File: config.mk
export PLATFORM = sky130hd
export DESIGN_NAME = sbf_ram
export DESIGN_NICKNAME = d
export VERILOG_FILES = /design/src/hw/rtl/sbf_ram.sv
export SDC_FILE = /design/constraint.sdc
export NUM_CORES = 1
export LEC_CHECK = 0
export BUFFER_PORTS_ARGS = -buffer_cell sky130_fd_sc_hd__buf_2
export CORE_ASPECT_RATIO = 0.9
export CORE_MARGIN = 2
export CORE_UTILIZATION = 39
export CTS_BUF_LIST = sky130_fd_sc_hd__clkbuf_4
export DETAILED_ROUTE_END_ITERATION = 12
export PLACE_DENSITY = 0.57
export SETUP_SLACK_MARGIN = 0.15
export SYNTH_ARGS = -nofsm -noshare
export SYNTH_HDL_FRONTEND = slang
export SYNTH_SLANG_ARGS = --single-unit
File: constraint.sdc
create_clock -name clk_i -period 1.8 [get_ports clk_i]
set_input_delay 0.18 -clock clk_i [delete_from_list [all_inputs] [get_ports clk_i]]
set_output_delay 0.18 -clock clk_i [all_outputs]
set_load 0.01 [all_outputs]
File: src/hw/rtl/sbf_ram.sv
module sbf_ram #(
  parameter int Depth = 2,
  parameter int Width = 8,
  localparam int Aw = (Depth > 1) ? $clog2(Depth) : 1
) (
  input  logic             clk_i,
  input  logic             we_i,
  input  logic [Aw-1:0]    waddr_i,
  input  logic [Width-1:0] wdata_i,
  input  logic             re_i,
  input  logic [Aw-1:0]    raddr_i,
  output logic [Width-1:0] rdata_o
);

  logic [Width-1:0] mem [Depth];

  // read returns the old contents on a same-address write
  always_ff @(posedge clk_i) begin
    if (we_i) begin
      mem[waddr_i] <= wdata_i;
    end
    if (re_i) begin
      rdata_o <= mem[raddr_i];
    end
  end

endmodule

==> impl_metrics.tcl <==
set metrics [dict create \
    hp-class "in -> reg" \
    diodes 0 \
    r2r_slack_ns 0.90 \
    grt_overflow 0 \
    routedWlPerCell_um 11.31 \
    rsz0062_at_grt "false" \
    p_per_area_nw_per_um2 951.0 \
    path_cells "buf_2" \
    tightestPinTransition_ns 0.6557 \
    start_util_pct 40.36 \
    path_class "reg -> out" \
    postCtsHoldBufs 0 \
    drive_gt1_share_pct 54.39 \
    wirelength_um 950 \
    outcome "finished clean" \
    holdWs_ns 0.05727 \
    tns_ns 0 \
    first_global_vias 382 \
    skew_ns 0.0003372 \
    synth-seq-cells 24 \
    cts_buffer_depth 2 \
    syn_inst 35 \
    whs_path_depth 1 \
    path_max_fanout 1 \
    numPortBuffers 20 \
    drtPass1Iterations 3 \
    hold_end "mem[1][4]" \
    syn2layout_area_growth_pct 16.79 \
    final_core_utilization_pct 47.14 \
    ant_nets 0 \
    cts_setup_buffers 0 \
    clkPwrFrac_pct 22.5 \
    rr_worst_depth 1 \
    slowest_stage "edfxtp_1" \
    cts_root_buffer "clkbuf_4" \
    p_leak_nw 0.3915 \
    fp.dieH_um 48.67 \
    track_usage_pct 8.974 \
    finalNetCount 72 \
    post_dp_cell_area_um2 987.2 \
    finalNonFillerCells 84 \
    setup_viol 0 \
    antenna_found_initial 0 \
    crit_required_ns 1.62 \
    max_freq_mhz 1002 \
    vias 374 \
    grt_max_degree 13 \
    cts_made_buffers 3 \
    ios 21 \
    drc 0 \
    vdd.ir_drop.worst_mv 0.4698 \
    stdcell_area_um2 1010 \
    drt-initial-drc-count 1 \
    hp-start "wdata_i[4]" \
    grt_pass1_wl_um 1559 \
    hold_viol_final 0 \
    slew_viol_final 0 \
    cap_viol_max_count 0 \
    synth.cell_area_um2 864.6 \
    period_share_pct 55.44 \
    dp.cells 81 \
    core_um2 2142 \
    p_int_uw 779.8 \
    slew-limit-headroom_pct 56.20 \
    reg2reg_to "rdata_o[3]" \
    p_sw_share_pct 18.79 \
    dieWidth_um 53.63 \
    fp-row-count 16 \
    syn_nets 48 \
    r2r_start "mem[0][3]" \
    synth_area_per_cell_um2 24.70 \
    yosysUniqueCellTypes 5 \
    ctsResizeCount 0 \
    place_congestion 0.6338 \
    cts_num_sinks 24 \
    dieArea_um2 2610 \
    synth_warnings 0 \
    p_comb_share_pct 8.0 \
    cts_tree "done" \
    pwr-share-seq_pct 69.6 \
    end_kind "primary output" \
    start_kind "register" \
    synth_seq_area_share_pct 83.36 \
    power_switching_uw 180.4 \
    path_delay_family "flip-flops" \
    min_period_ns 0.9978 \
    critPathBufInv 1 \
    clk_latency_ns 0.30 \
    via_per_inst 4.452 \
    path_clk_slew_ns 0.11 \
    htreeDepth 1 \
    arrival_ns 0.82 \
    cpPeakStageDelay_ns 0.38 \
]
==> metrics by stage <==
stage / setup WS [ns] / power, mW
2_1_floorplan: 0.8266 / 0.7260
3_3_place_gp: 0.6295 / 0.7589
3_5_place_dp: 0.5928 / 0.7603
4_1_cts: 0.7800 / 0.9713
5_1_grt: 0.7156 / 1.013
6_report: 0.8022 / 0.9603
==> registers in the layout, summed over array words and instances, names as in the netlist <==
signal,flops
rdata_o,8
mem,16
==> synthesized netlist by cell type <==
library cell | count | area share, %
buf_6 | 1 | 1.3
nor2b_1 | 1 | 0.72
and2_1 | 1 | 0.72
mux2_4 | 8 | 14
edfxtp_1 | 24 | 83
==> metal layers <==
layer / GRT usage, % / vias up / part of all wire, %
met4: 6.410 / 0 / 2.7
met1: 10.76 / 167 / 47
met2: 12.55 / 21 / 40
met5: 0 / - / 0
li1: - / 183 / -
met3: 4.012 / 3 / 10
==> area by class of cell <==
type                            count  area [um^2]
Sequential cell                    24        720.7
Timing Repair Buffer               20        100.1
Fill cell                         189         1132
Clock buffer                        3        22.52
Multi-Input combinational cell     10        132.6
Tap cell                           27        33.78
==> power groups by stage <==
stage	logic, mW	registers, mW	clock network, mW
floorplan	0.0382	0.688	0
global placement	0.0772	0.682	0
detailed placement	0.0786	0.682	0
CTS	0.0786	0.669	0.224
global route	0.0846	0.672	0.257
finish	0.0765	0.668	0.216
==> worst max path at each step <==
stage,cells after the start,startpoint,to,slack (ns)
global route,1,rdata_o[5],rdata_o[5],0.72
detailed placement,2,waddr_i,mem[0][6],0.59
finish,1,rdata_o[5],rdata_o[5],0.80
global placement,2,waddr_i,mem[0][6],0.63
CTS,1,rdata_o[5],rdata_o[5],0.78
floorplan,1,we_i,mem[0][0],0.83
==> cell usage in the layout (no fill, tap or decap) <==
master	n
mux2_4	8
clkbuf_4	3
buf_2	20
nor2b_1	1
and2_1	1
edfxtp_1	24
==> cells by family after synthesis <==
kind of cell / after synthesis / synth area share, %
flip-flops: 24 / 83.36
multiplexers: 8 / 13.89
AND/OR/NAND/NOR: 2 / 1.448
buffers and inverters: 1 / 1.302
Power figures use the tool's default switching activity.
